**src/hw/rtl/btfd_pkg.sv**
```systemverilog
// Types, constants and helper functions of the BCD time frame decoder.
package btfd_pkg;

    localparam int BTFD_CENTURY_TRIES = 4;
    localparam int BTFD_BASE_YEAR     = 1900;

    localparam int Y_W     = 12;
    localparam int Q100_W  = 6;
    localparam int Q7_W    = 10;
    localparam int RCP_W   = 14;
    localparam int MUL_W   = Y_W + RCP_W;
    localparam int SH100   = 19;
    localparam int SH7     = 16;

    localparam logic [RCP_W-1:0] RECIP100 = 14'd5243;
    localparam logic [RCP_W-1:0] RECIP7   = 14'd9363;

    localparam logic [1:0] STAT_OK         = 2'd0;
    localparam logic [1:0] STAT_BAD_MONTH  = 2'd1;
    localparam logic [1:0] STAT_NO_CENTURY = 2'd2;

    typedef enum logic [7:0] {
        ST_IDLE   = 8'b0000_0001,
        ST_YEAR   = 8'b0000_0010,
        ST_DIV100 = 8'b0000_0100,
        ST_SUM    = 8'b0000_1000,
        ST_DIV7   = 8'b0001_0000,
        ST_CHECK  = 8'b0010_0000,
        ST_YDAY   = 8'b0100_0000,
        ST_DONE   = 8'b1000_0000
    } t_state;

    typedef struct packed {
        logic [6:0] seconds;
        logic [6:0] minutes;
        logic [5:0] hours;
        logic       summer;
        logic [5:0] mday;
        logic [2:0] wday;
        logic [4:0] month;
        logic [7:0] year;
    } t_fields;

    function automatic logic [7:0] bcd_val(input logic [7:0] b);
        logic [7:0] t;
        t = {4'b0, b[7:4]};
        return (t << 3) + (t << 1) + {4'b0, b[3:0]};
    endfunction

    function automatic logic [2:0] wd_offset(input logic [3:0] idx);
        case (idx)
            4'd0:    return 3'd0;
            4'd1:    return 3'd3;
            4'd2:    return 3'd2;
            4'd3:    return 3'd5;
            4'd4:    return 3'd0;
            4'd5:    return 3'd3;
            4'd6:    return 3'd5;
            4'd7:    return 3'd1;
            4'd8:    return 3'd4;
            4'd9:    return 3'd6;
            4'd10:   return 3'd2;
            4'd11:   return 3'd4;
            default: return 3'd0;
        endcase
    endfunction

    // Days in the months before month idx, common year.
    function automatic logic [8:0] cum_days(input logic [3:0] idx);
        case (idx)
            4'd0:    return 9'd0;
            4'd1:    return 9'd31;
            4'd2:    return 9'd59;
            4'd3:    return 9'd90;
            4'd4:    return 9'd120;
            4'd5:    return 9'd151;
            4'd6:    return 9'd181;
            4'd7:    return 9'd212;
            4'd8:    return 9'd243;
            4'd9:    return 9'd273;
            4'd10:   return 9'd304;
            4'd11:   return 9'd334;
            default: return 9'd0;
        endcase
    endfunction

endpackage

```
**src/hw/rtl/btfd_decode.sv**
```systemverilog
// BCD field decode of one six-byte time frame.
module btfd_decode import btfd_pkg::*; (
    input  logic [7:0] i_sec_byte,
    input  logic [7:0] i_min_byte,
    input  logic [7:0] i_hour_byte,
    input  logic [7:0] i_mday_byte,
    input  logic [7:0] i_wday_month_byte,
    input  logic [7:0] i_year_byte,
    output t_fields    o_fields
);

    logic [7:0] sec_v;
    logic [7:0] min_v;
    logic [7:0] hour_v;
    logic [7:0] mday_v;
    logic [7:0] month_v;

    always_comb begin
        sec_v   = bcd_val({1'b0, i_sec_byte[6:0]});
        min_v   = bcd_val({1'b0, i_min_byte[6:0]});
        hour_v  = bcd_val({2'b0, i_hour_byte[5:0]});
        mday_v  = bcd_val({2'b0, i_mday_byte[5:0]});
        month_v = bcd_val({3'b0, i_wday_month_byte[7:3]});

        o_fields.seconds = sec_v[6:0];
        o_fields.minutes = min_v[6:0];
        o_fields.hours   = hour_v[5:0];
        o_fields.summer  = i_hour_byte[6];
        o_fields.mday    = mday_v[5:0];
        o_fields.wday    = (i_wday_month_byte[2:0] == 3'd7) ? 3'd0 : i_wday_month_byte[2:0];
        o_fields.month   = month_v[4:0];
        o_fields.year    = bcd_val(i_year_byte);
    end

endmodule

```
**src/hw/rtl/bcd_time_frame_decoder_unit.sv**
```systemverilog
// Top level of the BCD radio clock time frame decoder.
//
// Input channel: six frame bytes with i_in_valid / o_in_stall. A beat is
// taken when i_in_valid is high and o_in_stall is low; o_in_stall stays
// high from acceptance until the result beat has been taken.
// Output channel: decoded time fields with o_out_valid / i_out_stall. The
// result is held in registers and stays put while i_out_stall is high.
// Sequence: a frame with a bad month shows its result in the cycle after
// acceptance. Otherwise each century trial steps through year, /100, sum,
// /7 and compare on the shared reciprocal multiplier, and a day-of-year
// pass (year, /100, day of year) follows before the result shows; from 1
// to CENTURY_TRIES trials are made. One frame is in flight at a time; the
// next beat can be taken only after the result has been taken and the
// sequencer is back in idle.
// Reset (synchronous, active low) returns the sequencer to idle and drops
// o_out_valid; a pending result is discarded.
module bcd_time_frame_decoder_unit import btfd_pkg::*; #(
    parameter int CENTURY_TRIES = BTFD_CENTURY_TRIES,
    parameter int BASE_YEAR     = BTFD_BASE_YEAR
) (
    input  logic       i_clk,
    input  logic       i_rst_n,
    input  logic       i_in_valid,
    output logic       o_in_stall,
    input  logic [7:0] i_sec_byte,
    input  logic [7:0] i_min_byte,
    input  logic [7:0] i_hour_byte,
    input  logic [7:0] i_mday_byte,
    input  logic [7:0] i_wday_month_byte,
    input  logic [7:0] i_year_byte,
    output logic       o_out_valid,
    input  logic       i_out_stall,
    output logic [6:0] o_seconds,
    output logic [6:0] o_minutes,
    output logic [5:0] o_hours,
    output logic       o_summer_time,
    output logic [5:0] o_month_day,
    output logic [2:0] o_week_day,
    output logic [3:0] o_month_index,
    output logic [8:0] o_years_since_base,
    output logic [8:0] o_year_day,
    output logic [1:0] o_status
);

    localparam int TRY_W = (CENTURY_TRIES > 1) ? $clog2(CENTURY_TRIES) : 1;

    t_fields dec;

    t_state            r_state, n_state;
    logic [TRY_W-1:0]  r_try, n_try;
    logic              r_final, n_final;
    logic [6:0]        r_sec, n_sec;
    logic [6:0]        r_min, n_min;
    logic [5:0]        r_hours, n_hours;
    logic              r_summer, n_summer;
    logic [5:0]        r_mday, n_mday;
    logic [2:0]        r_wday, n_wday;
    logic [3:0]        r_mon_idx, n_mon_idx;
    logic [7:0]        r_year, n_year;
    logic [8:0]        r_ysb, n_ysb;
    logic [8:0]        r_yday, n_yday;
    logic [1:0]        r_status, n_status;
    logic [Y_W-1:0]    r_y, n_y;
    logic [Q100_W-1:0] r_q100, n_q100;
    logic [Y_W-1:0]    r_sum, n_sum;
    logic [Q7_W-1:0]   r_q7, n_q7;

    logic [Y_W-1:0]    mul_a;
    logic [RCP_W-1:0]  mul_b;
    logic [MUL_W-1:0]  prod;
    logic [8:0]        cand;
    logic              early;
    logic [Y_W-1:0]    rem7;
    logic              hundred;
    logic              leap;
    logic [8:0]        acc;

    btfd_decode u_decode (
        .i_sec_byte        (i_sec_byte),
        .i_min_byte        (i_min_byte),
        .i_hour_byte       (i_hour_byte),
        .i_mday_byte       (i_mday_byte),
        .i_wday_month_byte (i_wday_month_byte),
        .i_year_byte       (i_year_byte),
        .o_fields          (dec)
    );

    // Shared reciprocal multiplier: /100 of the year, /7 of the weekday sum.
    always_comb begin
        if (r_state == ST_DIV100) begin
            mul_a = r_y;
            mul_b = RECIP100;
        end else begin
            mul_a = r_sum;
            mul_b = RECIP7;
        end
        prod = MUL_W'(mul_a) * MUL_W'(mul_b);
    end

    always_comb begin
        cand    = 9'(r_year) + 9'(r_try) * 9'd100;
        early   = (r_mon_idx < 4'd2);
        rem7    = r_sum - Y_W'(r_q7) * Y_W'(7);
        hundred = (r_y == Y_W'(r_q100) * Y_W'(100));
        leap    = (r_y[1:0] == 2'd0) && (!hundred || (r_q100[1:0] == 2'd0));
        acc     = cum_days(r_mon_idx) + 9'(leap && (r_mon_idx >= 4'd2)) + 9'(r_mday);
    end

    always_comb begin
        n_state   = r_state;
        n_try     = r_try;
        n_final   = r_final;
        n_sec     = r_sec;
        n_min     = r_min;
        n_hours   = r_hours;
        n_summer  = r_summer;
        n_mday    = r_mday;
        n_wday    = r_wday;
        n_mon_idx = r_mon_idx;
        n_year    = r_year;
        n_ysb     = r_ysb;
        n_yday    = r_yday;
        n_status  = r_status;
        n_y       = r_y;
        n_q100    = r_q100;
        n_sum     = r_sum;
        n_q7      = r_q7;

        case (r_state)
            ST_IDLE: begin
                if (i_in_valid) begin
                    n_sec    = dec.seconds;
                    n_min    = dec.minutes;
                    n_hours  = dec.hours;
                    n_summer = dec.summer;
                    n_mday   = dec.mday;
                    n_wday   = dec.wday;
                    n_year   = dec.year;
                    n_ysb    = 9'(dec.year);
                    n_try    = '0;
                    n_final  = 1'b0;
                    if (dec.month == 5'd0 || dec.month > 5'd12) begin
                        n_mon_idx = 4'd0;
                        n_yday    = 9'd0;
                        n_status  = STAT_BAD_MONTH;
                        n_state   = ST_DONE;
                    end else begin
                        n_mon_idx = 4'(dec.month - 5'd1);
                        n_status  = STAT_OK;
                        n_state   = ST_YEAR;
                    end
                end
            end
            ST_YEAR: begin
                if (r_final) begin
                    n_y = Y_W'(BASE_YEAR) + Y_W'(r_ysb);
                end else begin
                    n_y = Y_W'(BASE_YEAR) + Y_W'(cand) - Y_W'(early);
                end
                n_state = ST_DIV100;
            end
            ST_DIV100: begin
                n_q100  = prod[SH100 +: Q100_W];
                n_state = r_final ? ST_YDAY : ST_SUM;
            end
            ST_SUM: begin
                n_sum = r_y + {2'b0, r_y[Y_W-1:2]} - Y_W'(r_q100)
                      + Y_W'(r_q100[Q100_W-1:2]) + Y_W'(wd_offset(r_mon_idx))
                      + Y_W'(r_mday);
                n_state = ST_DIV7;
            end
            ST_DIV7: begin
                n_q7    = prod[SH7 +: Q7_W];
                n_state = ST_CHECK;
            end
            ST_CHECK: begin
                n_state = ST_YEAR;
                if (rem7[2:0] == r_wday) begin
                    n_ysb   = cand;
                    n_final = 1'b1;
                end else if (r_try == TRY_W'(CENTURY_TRIES - 1)) begin
                    n_ysb    = 9'(r_year);
                    n_status = STAT_NO_CENTURY;
                    n_final  = 1'b1;
                end else begin
                    n_try = r_try + TRY_W'(1);
                end
            end
            ST_YDAY: begin
                n_yday  = (acc == 9'd0) ? 9'd0 : acc - 9'd1;
                n_state = ST_DONE;
            end
            ST_DONE: begin
                if (!i_out_stall) begin
                    n_state = ST_IDLE;
                end
            end
            default: begin
                n_state = ST_IDLE;
            end
        endcase
    end

    always_ff @(posedge i_clk) begin
        if (!i_rst_n) begin
            r_state <= ST_IDLE;
        end else begin
            r_state <= n_state;
        end
    end

    always_ff @(posedge i_clk) begin
        r_try     <= n_try;
        r_final   <= n_final;
        r_sec     <= n_sec;
        r_min     <= n_min;
        r_hours   <= n_hours;
        r_summer  <= n_summer;
        r_mday    <= n_mday;
        r_wday    <= n_wday;
        r_mon_idx <= n_mon_idx;
        r_year    <= n_year;
        r_ysb     <= n_ysb;
        r_yday    <= n_yday;
        r_status  <= n_status;
        r_y       <= n_y;
        r_q100    <= n_q100;
        r_sum     <= n_sum;
        r_q7      <= n_q7;
    end

    assign o_in_stall         = (r_state != ST_IDLE);
    assign o_out_valid        = (r_state == ST_DONE);
    assign o_seconds          = r_sec;
    assign o_minutes          = r_min;
    assign o_hours            = r_hours;
    assign o_summer_time      = r_summer;
    assign o_month_day        = r_mday;
    assign o_week_day         = r_wday;
    assign o_month_index      = r_mon_idx;
    assign o_years_since_base = r_ysb;
    assign o_year_day         = r_yday;
    assign o_status           = r_status;

endmodule

```
**config.mk**
```make
export PLATFORM = sky130hd
export DESIGN_NAME = bcd_time_frame_decoder_unit
export DESIGN_NICKNAME = d
export VERILOG_FILES = /design/src/hw/rtl/btfd_pkg.sv /design/src/hw/rtl/btfd_decode.sv /design/src/hw/rtl/bcd_time_frame_decoder_unit.sv
export SDC_FILE = /design/constraint.sdc
export NUM_CORES = 1
export LEC_CHECK = 0
export ABC_AREA = 1
export BUFFER_PORTS_ARGS = -buffer_cell sky130_fd_sc_hd__buf_2
export CORE_MARGIN = 1
export CORE_UTILIZATION = 35
export DETAILED_ROUTE_END_ITERATION = 8
export PLACE_DENSITY_LB_ADDON = 0.15
export SYNTH_ARGS = -nofsm -noshare
export SYNTH_HDL_FRONTEND = slang
export SYNTH_SLANG_ARGS = --single-unit
```
**constraint.sdc**
```tcl
create_clock -name i_clk -period 7.3 [get_ports i_clk]
set_input_delay 1.46 -clock i_clk [delete_from_list [all_inputs] [get_ports i_clk]]
set_output_delay 1.46 -clock i_clk [all_outputs]
set_load 0.01 [all_outputs]
```
==> flow_summary.json, run 1 <==
{
  "finalCritPeriodShare_pct": 84.6,
  "num-nets-final": 1869,
  "worst_pin_slew_ns": 1.09,
  "post_cts_buffers": 0,
  "synth_fa_ha_area_share_pct": 34.5,
  "timing.rr.end": "r_q100[3]",
  "grt_max_degree": 50,
  "yosys.area.top_type": "edfxtp_1",
  "cts_made_buffers": 17,
  "cts_root_buffer": "clkbuf_16",
  "final_util_pct": 40.6,
  "synth_top_family_by_area": "adder cells",
  "row_count": 68,
  "pin_count": 108,
  "crit_path_max_incr_delay_ns": 0.55,
  "core_um2": 34600,
  "ir_worst_vdd_uv": 164,
  "r2r_cells": 25,
  "ys_seq_elements": 118,
  "die_height_um": 190,
  "cpLargestDelayFamily": "adder cells",
  "hold_buffers": 0,
  "drt-initial-drc-count": 388,
  "ant_nets": 0,
  "antenna_found_initial": 0,
  "synthArstFlopShare_pct": 0,
  "vias": 9112,
  "setup_violations": 0,
  "grt_pass1_vias": 9312,
  "critPathKind": "reg2reg",
  "worstSetupEndpointType": "register",
  "drive_gt1_share_pct": 11.8,
  "clock-sinks": 118,
  "yosysWarnings": 0,
  "netlist_area_um2": 12400,
  "yosysMostFrequentCell": "inv_1",
  "chipWidth_um": 190,
  "clk_latency_ns": 0.41,
  "critPathLaunchType": "register",
  "hold_depth": 2,
  "synthToLayoutAreaGrowth_pct": 13.6,
  "grt-ovfl-total": 0,
  "wl_per_cell_um": 13.8,
  "crit_slowest_cell": "fa_1",
  "holdCritStartpoint": "o_years_since_base[1]",
  "seq_area_frac_synth_pct": 27.0,
  "placed_area_um2": 13500,
  "reg2reg_slack_ns": 1.13,
  "ys.flop_type": "edfxtp_1",
  "rsz0062_at_grt": "no",
  "holdPathEnd": "r_y[1]",
  "fin_worst_skew_ns": 0.0104,
  "max-slew-margin-rel_pct": 27.0,
  "status": "complete, no violations",
  "synth-edff-count": 98,
  "synth.distinct_cells": 55,
  "hold_violations": 0,
  "clock.fmax_mhz": 162,
  "port_buffers": 102,
  "cts_resized": 0,
  "hold_path_class": "reg2reg",
  "dp_hpwl_um": 23800,
  "worst_ep_arrival_time_ns": 6.33,
  "synthCells": 1412,
  "synthXorXnorAreaFrac_pct": 4.59,
  "clk_pin_slew_ns": 0.06,
  "yosys.area_share.simple_pct": 16.5,
  "final_area_um2": 14100,
  "firstDrtPassIters": 5,
  "grt.total_usage_pct": 16.1,
  "yosysTopAreaCellShare_pct": 23.8,
  "cp_num_buf_inv": 6,
  "start_util_pct": 35.7,
  "synth_common_cells": "inv_1, nand2_1, ha_1",
  "r2r-start": "r_state[5]",
  "vias_per_cell": 4.54,
  "maxCapViolations": 0,
  "synth.area.top_cells": "edfxtp_1, ha_1, fa_1",
  "cp.required_ns": 7.46,
  "cts_tree": "done",
  "antennaDiodeCount": 0,
  "synth_compound_area_share_pct": 6.10,
  "cellLeakagePower_nw": 7.23,
  "drc": 0,
  "gp_congestion": 0.865,
  "synth_area_per_cell_um2": 8.76,
  "layout_min_cycle_time_ns": 6.17,
  "path_max_fanout": 12,
  "die_area_um2": 36100,
  "grt_pass1_wl_um": 46000,
  "power.density_nw_per_um2": 219,
  "clk_path_buf_depth": 2,
  "cts_max_level": 4,
  "synthMuxAreaShare_pct": 0,
  "p_total_mw": 3.08,
  "wirelength_um": 27600,
  "drv_slew": 0,
  "fin_setup_tns_ns": 0
}
-- placed cells by master, fill, tap and decap left out, types with 8 or more instances in the layout --
cell and count:
a21oi_1 47, buf_2 102, clkbuf_16 17, conb_1 9
dfxtp_1 20, edfxtp_1 98, fa_1 101, ha_1 179
inv_1 345, nand2_1 234, nand2_2 12, nand3_1 67
nand4_1 11, nor2_1 92, nor3_1 11, o21ai_0 37
or2_2 8, xnor2_1 25, xor2_1 38
-- kinds of logic after synthesis --
| kind of cell | after synthesis |
|---|---|
| adders and majority gates | 280 |
| other | 2 |
| xor gates and xnor gates | 64 |
| and+or+nand+nor | 459 |
| buffers and inverters | 362 |
| AOI/OAI and AO/OA | 127 |
| DFF | 118 |
-- layout make-up --
| class | count | area, um2 |
|---|---|---|
| Fill cell | 3526 | 20600 |
| Multi-Input combinational cell | 939 | 7670 |
| Sequential cell | 118 | 3340 |
| Inverter | 354 | 1350 |
| Tap cell | 455 | 569 |
| Timing Repair Buffer | 107 | 548 |
| Clock buffer | 17 | 425 |
| Clock inverter | 15 | 155 |
-- routing by layer --
layer	GRT usage [%]	wire length (um)	vias up
met5	0	0	-
met4	4.71	465	0
met1	20.7	12900	4266
met3	2.80	935	25
met2	27.6	13300	123
li1	-	-	4698
-- through the flow --
stage	hold slack (ns)	std cells	worst slack (ns)
after floorplan	0.574	1419	1.58
after global placement	0.537	1973	1.08
after detailed placement	0.554	1973	1.05
after CTS	0.573	2005	1.05
after global routing	0.606	2005	0.719
final	0.574	2005	1.13
-- tightest hold or removal path, cell delays in order (launching register included) --
cell,delay [ns]
edfxtp_1,0.35
nand2_1,0.05
nand2_1,0.06
-- worst max path at each step --
stage	slack, ns	startpoint	to	cells after the start
after floorplan	1.58	r_state[0]	r_q100[3]	31
after global placement	1.08	r_state[6]	r_q100[3]	25
after detailed placement	1.05	r_state[5]	r_q100[3]	25
after CTS	1.05	r_state[5]	r_q100[3]	25
after global routing	0.72	r_state[0]	r_q100[3]	27
final	1.13	r_state[5]	r_q100[3]	25
-- power breakdown --
part	switching [mW]	total [mW]	internal (mW)	leakage, nW
clock	0.319	0.823	0.503	0.271
combinational	0.807	1.32	0.510	5.87
sequential	0.0577	0.942	0.884	1.08
total	1.18	3.08	1.90	7.23
No activity file was read; power rests on OpenSTA's default activity.
==> run 2, diff against run 1 <==
==> constraint.sdc (replaced) <==
create_clock -name i_clk -period 5.2 [get_ports i_clk]
set_input_delay 1.04 -clock i_clk [delete_from_list [all_inputs] [get_ports i_clk]]
set_output_delay 1.04 -clock i_clk [all_outputs]
set_load 0.01 [all_outputs]
==> flow_summary.json, run 2 (synthesis gave the netlist of run 1 again) <==
{
  "wirelength_um": 29500,
  "wl_per_cell_um": 13.8,
  "final_cells": 2136,
  "worst_ep_arrival_time_ns": 5.48,
  "cp_num_buf_inv": 11,
  "clk_latency_ns": 0.41,
  "pin_count": 108,
  "drt-initial-drc-count": 359,
  "holdCritStartpoint": "o_years_since_base[1]",
  "drive_gt1_share_pct": 27.8,
  "vias_per_cell": 4.54,
  "critPathLaunch": "r_state[7]",
  "hold_path_class": "reg2reg",
  "cts_tree": "done",
  "row_count": 68,
  "ant_nets": 0,
  "rsz0062_at_grt": "yes",
  "grt-ovfl-total": 0,
  "clock-sinks": 118,
  "fin_setup_tns_ns": -0.397,
  "path_max_fanout": 6,
  "setup_violations": 7,
  "chipWidth_um": 190,
  "cellLeakagePower_nw": 7.95,
  "cp.required_ns": 5.36,
  "mostFrequentLayoutCells": "inv_1, nand2_1, ha_1",
  "dp_hpwl_um": 24700,
  "die_height_um": 190,
  "vias": 9689,
  "grt.total_usage_pct": 17.0,
  "die_area_um2": 36100,
  "grt_pass1_vias": 10000,
  "placed_area_um2": 14400,
  "cpLargestDelayFamily": "adder cells",
  "violations": "setup timing",
  "port_buffers": 102,
  "maxCapViolations": 0,
  "crit_slowest_cell": "fa_2",
  "hold_violations": 0,
  "drv_slew": 0,
  "worst_pin_slew_ns": 1.17,
  "clk_path_buf_depth": 2,
  "final_area_um2": 15900,
  "hold_buffers": 0,
  "layout_min_cycle_time_ns": 5.32,
  "antennaDiodeCount": 0,
  "cts_made_buffers": 17,
  "placed_cells_incl_taps": 2077,
  "synthToLayoutAreaGrowth_pct": 28.7,
  "critPathLaunchType": "register",
  "firstDrtPassIters": 5,
  "power.density_nw_per_um2": 294,
  "worstSetupEndpointType": "register",
  "cts_root_buffer": "clkbuf_16",
  "num-nets-final": 2000,
  "fill_cells": 3363,
  "fin_ws_ns": -0.125,
  "r2r-start": "r_state[7]",
  "final_common_cell": "inv_1",
  "status": "finished with violations",
  "clock.fmax_mhz": 188,
  "clk_pin_slew_ns": 0.06,
  "core_um2": 34600,
  "finalCritPeriodShare_pct": 102,
  "antenna_found_initial": 0,
  "cp_common_cell": "inv_2",
  "crit_path_max_incr_delay_ns": 0.56,
  "gp_congestion": 0.856,
  "critPathKind": "reg2reg",
  "cts_max_level": 4,
  "grt_max_degree": 49,
  "grt_pass1_wl_um": 48300,
  "start_util_pct": 35.7,
  "max-slew-margin-rel_pct": 21.4,
  "fin_worst_skew_ns": 0.00978,
  "ir_worst_vdd_uv": 244,
  "drc": 0
}
-- run 2: cell count changes in the layout (fill, tap and decap cells not counted), moves of 11 or more --
cell / previous run / this run
buf_4: 5 / 126
inv_1: 345 / 308
inv_2: 5 / 41
nand2_1: 234 / 210
ha_1: 179 / 156
ha_4: 0 / 21
nor2_1: 92 / 77
nand2_2: 12 / 26
a21oi_1: 47 / 35
fa_1: 101 / 90
fa_2: 0 / 11
o21ai_0: 37 / 26
-- run 2: repair_timing --
item / in CTS / in global routing
pin swaps: 69 / 72
buffers inserted: 19 / 8
resized for setup: 98 / 78
setup endpoints to repair: 9 / 18
cloned: 1 / 0
-- run 2: final timing paths --
path | to | slack, ns | depth (start not counted)
hold reg to reg | r_y[1] | 0.58 | 2
hold / removal | r_y[1] | 0.58 | 2
setup / recovery | r_q100[3] | -0.12 | 30
setup reg to reg | r_q100[3] | -0.12 | 30
-- run 2: through the flow --
stage	total power [mW]	setup WS, ns	util [%]	hold WS (ns)
6_report	4.67	-0.125	45.9	0.576
5_1_grt	5.06	-0.355	45.9	0.629
4_1_cts	4.65	-0.268	44.8	0.581
3_5_place_dp	3.31	-0.368	41.5	0.560
3_3_place_gp	3.29	-0.360	41.5	0.540
2_1_floorplan	2.76	0.00131	-	0.564
-- run 2: cell type report --
type	count	area (um2)	area share, %
Clock buffer	17	425	2.67
Clock inverter	15	178	1.12
Inverter	354	1360	8.56
Multi-Input combinational cell	939	8420	52.9
Sequential cell	118	3350	21.1
Tap cell	455	569	3.58
Timing Repair Buffer	238	1600	10.1
-- run 2: tightest hold or removal path: stages (launching register included) --
cell	delay (ns)
edfxtp_1	0.35
nand2_1	0.06
nand2_1	0.06
-- run 2: layer usage --
layer  routed length (um)  track usage, %  up-vias
met5                    0               0        -
met4                  357            3.82        0
met3                 1150            3.15       22
met2                14800            30.4      150
met1                13200            21.0     4549
li1                     -               -     4968
-- run 2: where the power goes --
part	total (mW)	internal, mW	switching [mW]
clock	1.20	0.755	0.445
combinational	2.15	0.896	1.25
sequential	1.32	1.24	0.0810
total	4.67	2.89	1.78
